`src/hw/rtl/dwsi_pkg.sv`:
```
// Shared types and constants for the deque with sorted insert.
// No dependencies; imported by the interfaces, the top level and the checker.
`timescale 1ns / 1ps

package dwsi_pkg;

  localparam int unsigned REQ_W    = 3;
  localparam int unsigned VAL_W    = 32;
  localparam int unsigned STATUS_W = 2;
  localparam int unsigned HELD_W   = 7;

  typedef enum logic [REQ_W-1:0] {
    REQ_PUSH_FRONT = 3'd0,
    REQ_PUSH_BACK  = 3'd1,
    REQ_INSERT     = 3'd2,
    REQ_POP_FRONT  = 3'd3,
    REQ_POP_BACK   = 3'd4,
    REQ_REMOVE     = 3'd5
  } req_e;

  typedef enum logic [STATUS_W-1:0] {
    STS_OK        = 2'd0,
    STS_EMPTY     = 2'd1,
    STS_FULL      = 2'd2,
    STS_NOT_FOUND = 2'd3
  } status_e;

  typedef enum logic [2:0] {
    S_IDLE,
    S_HEAD,
    S_TAIL,
    S_SCAN,
    S_SHIFT_UP,
    S_PUT,
    S_SHIFT_DN,
    S_DONE
  } state_e;

endpackage

```
`src/hw/rtl/dwsi_req_if.sv`:
```
// Request channel: valid/ready handshake carrying an operation and a value.
// Depends on dwsi_pkg for field widths.
`timescale 1ns / 1ps

interface dwsi_req_if import dwsi_pkg::*; ();
  logic                    valid;
  logic                    ready;
  logic [REQ_W-1:0]        req_type;
  logic signed [VAL_W-1:0] item_value;

  modport source (output valid, req_type, item_value, input ready);
  modport sink   (input valid, req_type, item_value, output ready);
endinterface

```
`src/hw/rtl/dwsi_rsp_if.sv`:
```
// Response channel: valid/ready handshake carrying status, taken value and fill level.
// Depends on dwsi_pkg for field widths.
`timescale 1ns / 1ps

interface dwsi_rsp_if import dwsi_pkg::*; ();
  logic                    valid;
  logic                    ready;
  logic [STATUS_W-1:0]     status;
  logic signed [VAL_W-1:0] taken_value;
  logic [HELD_W-1:0]       entries_held;

  modport source (output valid, status, taken_value, entries_held, input ready);
  modport sink   (input valid, status, taken_value, entries_held, output ready);
endinterface

```
`src/hw/rtl/deque_with_sorted_insert_top.sv`:
```
// Deque of up to DEPTH signed 32-bit values held in a circular single-port-read,
// single-port-write synchronous RAM. Every request beat yields one response beat.
// A sorted insert or remove-by-value may walk the entries: the RAM's one read port
// reads them one per cycle to find the place, then the same port plus the write port
// move the trailing entries by one slot, one per cycle. A new request is taken while
// the previous response still waits in the output register. No clearing pass.
// Depends on dwsi_pkg, dwsi_req_if and dwsi_rsp_if.
`timescale 1ns / 1ps

module deque_with_sorted_insert_top import dwsi_pkg::*; #(
  parameter int unsigned DEPTH = 64
) (
  input  logic        clk_i,
  input  logic        rst_ni,
  dwsi_req_if.sink    req_i,
  dwsi_rsp_if.source  rsp_o
);

  localparam int unsigned AW = (DEPTH > 1) ? $clog2(DEPTH) : 1;
  localparam int unsigned CW = $clog2(DEPTH + 1);
  localparam int unsigned SW = CW + 1;
  localparam int unsigned XW = CW + HELD_W;

  // circular position -> physical slot; both operands below DEPTH (pos up to DEPTH)
  function automatic logic [AW-1:0] slot_f(input logic [AW-1:0] base,
                                           input logic [CW-1:0] pos);
    logic [SW-1:0] s;
    s = SW'(base) + SW'(pos);
    if (s >= SW'(DEPTH)) s = s - SW'(DEPTH);
    return s[AW-1:0];
  endfunction

  logic signed [VAL_W-1:0] store_q [DEPTH];
  logic signed [VAL_W-1:0] rdata_q;
  logic                    mem_we;
  logic [AW-1:0]           mem_wa;
  logic [AW-1:0]           mem_ra;
  logic signed [VAL_W-1:0] mem_wd;

  state_e                  state_q, state_d;
  logic [REQ_W-1:0]        req_q, req_d;
  logic signed [VAL_W-1:0] val_q, val_d;
  logic [CW-1:0]           count_q, count_d;
  logic [AW-1:0]           front_q, front_d;
  logic [CW-1:0]           idx_q, idx_d;
  logic [CW-1:0]           pos_q, pos_d;
  status_e                 status_q, status_d;
  logic signed [VAL_W-1:0] taken_q, taken_d;

  logic                    out_valid_q, out_valid_d;
  logic [STATUS_W-1:0]     out_status_q, out_status_d;
  logic signed [VAL_W-1:0] out_taken_q, out_taken_d;
  logic [HELD_W-1:0]       out_held_q, out_held_d;

  logic [CW-1:0] count_m1, count_p1, idx_m1, idx_m2, idx_p1;
  logic [SW-1:0] idx_p2w;
  logic [AW-1:0] front_dec;
  logic [XW-1:0] held_w;

  assign count_m1  = count_q - CW'(1);
  assign count_p1  = count_q + CW'(1);
  assign idx_m1    = idx_q - CW'(1);
  assign idx_m2    = idx_q - CW'(2);
  assign idx_p1    = idx_q + CW'(1);
  assign idx_p2w   = SW'(idx_q) + SW'(2);
  assign front_dec = (front_q == '0) ? AW'(DEPTH - 1) : front_q - AW'(1);
  assign held_w    = XW'(count_q);

  // RAM: one write and one registered read per cycle
  always_ff @(posedge clk_i) begin
    if (mem_we) store_q[mem_wa] <= mem_wd;
    rdata_q <= store_q[mem_ra];
  end

  always_comb begin
    state_d      = state_q;
    req_d        = req_q;
    val_d        = val_q;
    count_d      = count_q;
    front_d      = front_q;
    idx_d        = idx_q;
    pos_d        = pos_q;
    status_d     = status_q;
    taken_d      = taken_q;
    out_valid_d  = out_valid_q;
    out_status_d = out_status_q;
    out_taken_d  = out_taken_q;
    out_held_d   = out_held_q;
    mem_we       = 1'b0;
    mem_wa       = '0;
    mem_wd       = val_q;
    mem_ra       = front_q;

    if (out_valid_q && rsp_o.ready) out_valid_d = 1'b0;

    case (state_q)
      S_IDLE: begin
        if (req_i.valid) begin
          req_d    = req_i.req_type;
          val_d    = req_i.item_value;
          status_d = STS_OK;
          taken_d  = '0;
          state_d  = S_DONE;
          case (req_i.req_type)
            REQ_PUSH_FRONT, REQ_PUSH_BACK, REQ_INSERT: begin
              mem_wd = req_i.item_value;
              if (count_q == CW'(DEPTH)) begin
                status_d = STS_FULL;
              end else if (count_q == '0) begin
                front_d = '0;
                mem_we  = 1'b1;
                mem_wa  = '0;
                count_d = count_p1;
              end else if (req_i.req_type == REQ_PUSH_FRONT) begin
                front_d = front_dec;
                mem_we  = 1'b1;
                mem_wa  = front_dec;
                count_d = count_p1;
              end else if (req_i.req_type == REQ_PUSH_BACK) begin
                mem_we  = 1'b1;
                mem_wa  = slot_f(front_q, count_q);
                count_d = count_p1;
              end else begin
                mem_ra  = front_q;
                state_d = S_HEAD;
              end
            end
            REQ_POP_FRONT, REQ_POP_BACK, REQ_REMOVE: begin
              if (count_q == '0) begin
                status_d = STS_EMPTY;
              end else if (req_i.req_type == REQ_POP_BACK) begin
                mem_ra  = slot_f(front_q, count_m1);
                state_d = S_TAIL;
              end else begin
                mem_ra  = front_q;
                state_d = S_HEAD;
              end
            end
            default: ;
          endcase
        end
      end

      // rdata_q holds the head
      S_HEAD: begin
        if (req_q == REQ_INSERT && val_q < rdata_q) begin
          front_d = front_dec;
          mem_we  = 1'b1;
          mem_wa  = front_dec;
          count_d = count_p1;
          state_d = S_DONE;
        end else if (req_q == REQ_POP_FRONT ||
                     (req_q == REQ_REMOVE && rdata_q == val_q)) begin
          taken_d = rdata_q;
          count_d = count_m1;
          front_d = (count_m1 == '0) ? '0 : slot_f(front_q, CW'(1));
          state_d = S_DONE;
        end else begin
          mem_ra  = slot_f(front_q, count_m1);
          state_d = S_TAIL;
        end
      end

      // rdata_q holds the tail
      S_TAIL: begin
        if (req_q == REQ_INSERT) begin
          if (val_q > rdata_q || count_q == CW'(1)) begin
            mem_we  = 1'b1;
            mem_wa  = slot_f(front_q, count_q);
            count_d = count_p1;
            state_d = S_DONE;
          end else begin
            idx_d   = CW'(1);
            mem_ra  = slot_f(front_q, CW'(1));
            state_d = S_SCAN;
          end
        end else if (req_q == REQ_POP_BACK || rdata_q == val_q) begin
          taken_d = rdata_q;
          count_d = count_m1;
          if (count_m1 == '0) front_d = '0;
          state_d = S_DONE;
        end else if (count_q <= CW'(2)) begin
          status_d = STS_NOT_FOUND;
          state_d  = S_DONE;
        end else begin
          idx_d   = CW'(1);
          mem_ra  = slot_f(front_q, CW'(1));
          state_d = S_SCAN;
        end
      end

      // rdata_q holds entry idx_q; next read issued each cycle
      S_SCAN: begin
        if (req_q == REQ_INSERT) begin
          if (idx_q == count_m1 || !(val_q > rdata_q)) begin
            pos_d   = idx_q;
            idx_d   = count_q;
            mem_ra  = slot_f(front_q, count_m1);
            state_d = S_SHIFT_UP;
          end else begin
            idx_d  = idx_p1;
            mem_ra = slot_f(front_q, idx_p1);
          end
        end else begin
          if (rdata_q == val_q) begin
            taken_d = rdata_q;
            mem_ra  = slot_f(front_q, idx_p1);
            state_d = S_SHIFT_DN;
          end else if (idx_p2w < SW'(count_q)) begin
            idx_d  = idx_p1;
            mem_ra = slot_f(front_q, idx_p1);
          end else begin
            status_d = STS_NOT_FOUND;
            state_d  = S_DONE;
          end
        end
      end

      // rdata_q holds entry idx_q-1, moved up into idx_q
      S_SHIFT_UP: begin
        mem_we = 1'b1;
        mem_wa = slot_f(front_q, idx_q);
        mem_wd = rdata_q;
        if (idx_m1 == pos_q) begin
          state_d = S_PUT;
        end else begin
          idx_d  = idx_m1;
          mem_ra = slot_f(front_q, idx_m2);
        end
      end

      S_PUT: begin
        mem_we  = 1'b1;
        mem_wa  = slot_f(front_q, pos_q);
        mem_wd  = val_q;
        count_d = count_p1;
        state_d = S_DONE;
      end

      // rdata_q holds entry idx_q+1, moved down into idx_q
      S_SHIFT_DN: begin
        mem_we = 1'b1;
        mem_wa = slot_f(front_q, idx_q);
        mem_wd = rdata_q;
        if (idx_p2w < SW'(count_q)) begin
          idx_d  = idx_p1;
          mem_ra = slot_f(front_q, CW'(idx_p2w));
        end else begin
          count_d = count_m1;
          state_d = S_DONE;
        end
      end

      S_DONE: begin
        if (!out_valid_q || rsp_o.ready) begin
          out_valid_d  = 1'b1;
          out_status_d = status_q;
          out_taken_d  = taken_q;
          out_held_d   = held_w[HELD_W-1:0];
          state_d      = S_IDLE;
        end
      end

      default: state_d = S_IDLE;
    endcase
  end

  always_ff @(posedge clk_i or negedge rst_ni) begin
    if (!rst_ni) begin
      state_q     <= S_IDLE;
      count_q     <= '0;
      front_q     <= '0;
      out_valid_q <= 1'b0;
    end else begin
      state_q     <= state_d;
      count_q     <= count_d;
      front_q     <= front_d;
      out_valid_q <= out_valid_d;
    end
  end

  always_ff @(posedge clk_i) begin
    req_q        <= req_d;
    val_q        <= val_d;
    idx_q        <= idx_d;
    pos_q        <= pos_d;
    status_q     <= status_d;
    taken_q      <= taken_d;
    out_status_q <= out_status_d;
    out_taken_q  <= out_taken_d;
    out_held_q   <= out_held_d;
  end

  assign req_i.ready        = (state_q == S_IDLE);
  assign rsp_o.valid        = out_valid_q;
  assign rsp_o.status       = out_status_q;
  assign rsp_o.taken_value  = out_taken_q;
  assign rsp_o.entries_held = out_held_q;

endmodule

```
`src/flat_wrapper.sv`:
```
// flat-port wrapper written by rule: the top's interface ports become plain ports
module deque_with_sorted_insert_top_flat import dwsi_pkg::*;
#(
  parameter int unsigned DEPTH = 64
)
  (clk_i, rst_ni, req_i_valid, req_i_req_type, req_i_item_value, req_i_ready, rsp_o_valid, rsp_o_status, rsp_o_taken_value, rsp_o_entries_held, rsp_o_ready);
  dwsi_req_if req_i_i ();
  dwsi_rsp_if rsp_o_i ();
  input  logic clk_i;
  input  logic rst_ni;
  input wire logic [$bits(req_i_i.valid)-1:0] req_i_valid;
  input wire logic [$bits(req_i_i.req_type)-1:0] req_i_req_type;
  input wire logic [$bits(req_i_i.item_value)-1:0] req_i_item_value;
  output wire logic [$bits(req_i_i.ready)-1:0] req_i_ready;
  output wire logic [$bits(rsp_o_i.valid)-1:0] rsp_o_valid;
  output wire logic [$bits(rsp_o_i.status)-1:0] rsp_o_status;
  output wire logic [$bits(rsp_o_i.taken_value)-1:0] rsp_o_taken_value;
  output wire logic [$bits(rsp_o_i.entries_held)-1:0] rsp_o_entries_held;
  input wire logic [$bits(rsp_o_i.ready)-1:0] rsp_o_ready;
  assign req_i_i.valid = req_i_valid;
  assign req_i_i.req_type = req_i_req_type;
  assign req_i_i.item_value = req_i_item_value;
  assign req_i_ready = req_i_i.ready;
  assign rsp_o_valid = rsp_o_i.valid;
  assign rsp_o_status = rsp_o_i.status;
  assign rsp_o_taken_value = rsp_o_i.taken_value;
  assign rsp_o_entries_held = rsp_o_i.entries_held;
  assign rsp_o_i.ready = rsp_o_ready;
  deque_with_sorted_insert_top #(.DEPTH(DEPTH)) u_core (.clk_i(clk_i), .rst_ni(rst_ni), .req_i(req_i_i), .rsp_o(rsp_o_i));
endmodule
```
`config.mk`:
```
export PLATFORM = sky130hd
export DESIGN_NAME = deque_with_sorted_insert_top_flat
export DESIGN_NICKNAME = d
export VERILOG_FILES = /design/src/hw/rtl/dwsi_pkg.sv /design/src/hw/rtl/dwsi_req_if.sv /design/src/hw/rtl/dwsi_rsp_if.sv /design/src/hw/rtl/deque_with_sorted_insert_top.sv /design/src/flat_wrapper.sv
export SDC_FILE = /design/constraint.sdc
export NUM_CORES = 2
export LEC_CHECK = 0
export BUFFER_PORTS_ARGS = -buffer_cell sky130_fd_sc_hd__clkbuf_2
export CORE_UTILIZATION = 45
export CTS_CLUSTER_DIAMETER = 200
export DETAILED_ROUTE_END_ITERATION = 16
export PLACE_DENSITY_LB_ADDON = 0.12
export SYNTH_ARGS = -nofsm -noshare
export SYNTH_HDL_FRONTEND = slang
export SYNTH_SLANG_ARGS = --single-unit
```
`constraint.sdc`:
```
create_clock -name clk_i -period 14.4 [get_ports clk_i]
set_input_delay 0.72 -clock clk_i [delete_from_list [all_inputs] [get_ports clk_i]]
set_output_delay 0.72 -clock clk_i [all_outputs]
set_load 0.02 [all_outputs]
```
==> metrics.txt <==
status=completed; FF-to-FF path depth=19; RR Startpoint=u_core.rdata_q[7]; Inserted Clock Buffers=227; nets=6602; #FFs+latches synth=2221; Slew headroom=4.997%; crit path kind=flop to flop; drt drc=0; Hold Path Stages=1; Hold Path Sink=u_core.val_q[2]; maxcap violations=0; met2 usage=43.80%; initial core utilization=45.43%; Post-synth EDFFs=2172; largest net degree at the start of global routing=188; Synth top area share=69.95%; hold path startpoint=req_i_item_value[2]; Vias/cell=6.571; global route overflow=0; Most used DFF post-synth=edfxtp_1; Max Slew Vio Count=0; total wire length=314.1 mm; Setup violations, final=0; PostCTS Resize Cnt=0; first-pass GRT wire length=444.2 mm; io pins=82; DR pass1 iterations=10; clock transition at the registers of the reported paths=0.06 ns; ANT nets after route=0; Reg2Reg Setup Slack=5.71 ns; wire per inst=33.51 um; row count=166; ranking of synthesized cells by area=edfxtp_1, a211oi_1, a211o_1; GR Util met1=42.73%; CTS Sinks=2221; chip width=457.2 um; Mean Syn Cell Area=14.29 um^2; Worst Hold Class=input port to flop; critical path capture point type=flop; FMAX=115.0 MHz; area delta synth->final=11.93%; fin crit period=8.693 ns; post-synthesis cell count=6523; RSZ-0062 raised after global routing=no; Iteration-0 DRC Markers=8277; Fin. Hold Viols=0; RR Endpoint=u_core.rdata_q[3]; Synth area leader=edfxtp_1; Slew @ Worst Pin=1.418 ns; setup TNS=0 ns; fill count=17150; sequential share of the synthesized area=71.10%; clk_skew=0.05989 ns; Synthesis Warnings=0; Worst-Skew Late Latency=0.89 ns; worst endpoint required time=15.19 ns; Chip Height=457.2 um; Synth Net Count=6648; synthesized cell area=0.09324 mm^2; library cells used by synthesis=84; Final Cycle Share=60.37%; Top Usage Layer GRT=met2; CTS tree=built; Die Area=0.2090 mm^2; root buf cell=clkbuf_16; CTS Buffer Depth=3; grt met3 use=5.664%; number of global-route vias before repair=58410; total core area=0.2052 mm^2; Critical Path Fanout Max=121; GR Util All Layers=29.45%; H-tree levels=4; total number of vias=61580; Post-DP HPWL=166.5 mm; asr flop ratio synth=0.7654%; GP Congestion=0.9075; initial antenna violation count=24; layout cells sized above 1=12.56%; Critical Path Source Type=flop; IO buf count=81; Arr. time, crit path=9.49 ns
==> through the flow <==
stage | std cells | util, % | area, um^2 | hold slack, ns | setup slack (ns)
after floorplan | 6523 | - | 93240 | 0.4003 | 9.281
after global placement | 8935 | 47.32 | 97110 | 0.4023 | 5.975
after detailed placement | 8935 | 47.33 | 97130 | 0.4045 | 5.998
after CTS | 9361 | 50.84 | 104300 | 0.03369 | 5.991
after global routing | 9365 | 50.85 | 104300 | 0.06941 | 5.748
final | 9372 | 50.85 | 104400 | 0.09836 | 5.707
==> how the worst max path moves through the flow <==
stage	startpoint	endpoint	slack, ns	depth (start not counted)
CTS	u_core.rdata_q[7]	u_core.rdata_q[3]	5.99	19
finish	u_core.rdata_q[7]	u_core.rdata_q[3]	5.71	19
global route	u_core.rdata_q[20]	u_core.rdata_q[3]	5.75	19
global placement	u_core.rdata_q[7]	u_core.rdata_q[3]	5.97	19
detailed placement	u_core.rdata_q[7]	u_core.rdata_q[3]	6.00	19
floorplan	u_core.idx_q[1]	u_core.rdata_q[0]	9.28	17
==> final cells by class <==
cell class	count	area [um^2]	area share, %
Antenna cell	11	27.53	0.02638
Clock buffer	286	5954	5.706
Clock inverter	139	1235	1.183
Inverter	133	499.2	0.4784
Multi-Input combinational cell	3622	24970	23.93
Sequential cell	2221	66290	63.52
Tap cell	2688	3363	3.223
Timing Repair Buffer	272	2017	1.933
==> cells in the final DEF (no fill, tap or decap), types with 97 or more instances in the layout <==
cell       instances
a211o_1          350
a211oi_1         416
a21oi_1          404
and3_1           437
buf_4            176
clkbuf_16        229
edfxtp_1        2172
inv_1             97
mux2_2           118
nand2_1          419
nand3_1          255
o2111ai_1        120
o21ai_0          167
==> per-layer routing <==
| layer | vias up | wire length (um) |
|---|---|---|
| met3 | 513 | 29900 |
| met2 | 3222 | 139200 |
| met4 | 16 | 12220 |
| met5 | - | 103 |
| li1 | 25960 | - |
| met1 | 31870 | 132600 |
==> cells by family (layout without fill, tap and decap cells) <==
family                     after synthesis  in the layout  synth area share, %
buffers and inverters                  680            830                2.875
muxes                                  125            125                1.500
other                                    0             11                    0
DFF                                   2221           2221                71.10
AOI/OAI and AO/OA                     1890           1890                14.65
adders and majority gates               86             86                1.194
xor gates and xnor gates                72             72               0.7515
and+or+nand+nor                       1449           1449                7.928
==> cell usage after synthesis (all sizes together), types with 47 or more instances <==
cell,number
a211o,350
a211oi,419
a21boi,66
a21oi,405
a31oi,47
a41oi,63
and3,437
buf,113
clkbuf,434
edfxtp,2172
ha,81
inv,129
mux2,118
nand2,421
nand3,255
nor2,128
nor3,63
o2111ai,121
o21ai,173
==> worst max-delay path: stages, from the launching register on <==
cell and delay, ns:
dfxtp_1 0.64, inv_1 0.13, ha_1 0.34, a21oi_1 0.15, o21ai_0 0.12, a221oi_1 0.72
a31oi_1 0.36, o31ai_1 0.76, o211ai_4 0.17, buf_4 0.32, a21oi_4 0.27, buf_4 0.71
buf_12 0.48, buf_4 0.62, buf_4 0.56, and3_1 0.28, a211oi_1 0.06, a211o_1 0.27
a41oi_1 0.92, or4_1 0.32
==> flip-flops by register name, summed over array words and instances, names as in the netlist, 7 cells and up <==
register	count
u_core.count_q	7
u_core.idx_q	7
u_core.pos_q	7
u_core.rdata_q	32
u_core.rsp_o.entries_held	7
u_core.rsp_o.taken_value	32
u_core.store_q	2048
u_core.taken_q	32
u_core.val_q	32
==> timing repair <==
| item | in CTS | in global routing |
|---|---|---|
| buffers inserted | 0 | 0 |
| endpoints found under the setup margin | 0 | 0 |
| hold endpoints to repair | 17 | 0 |
| hold buffers | 1 | 0 |
Power is left out: the tool's default activity adds up to more than one toggle a clock period on the data nets, which glitch-free logic cannot reach.
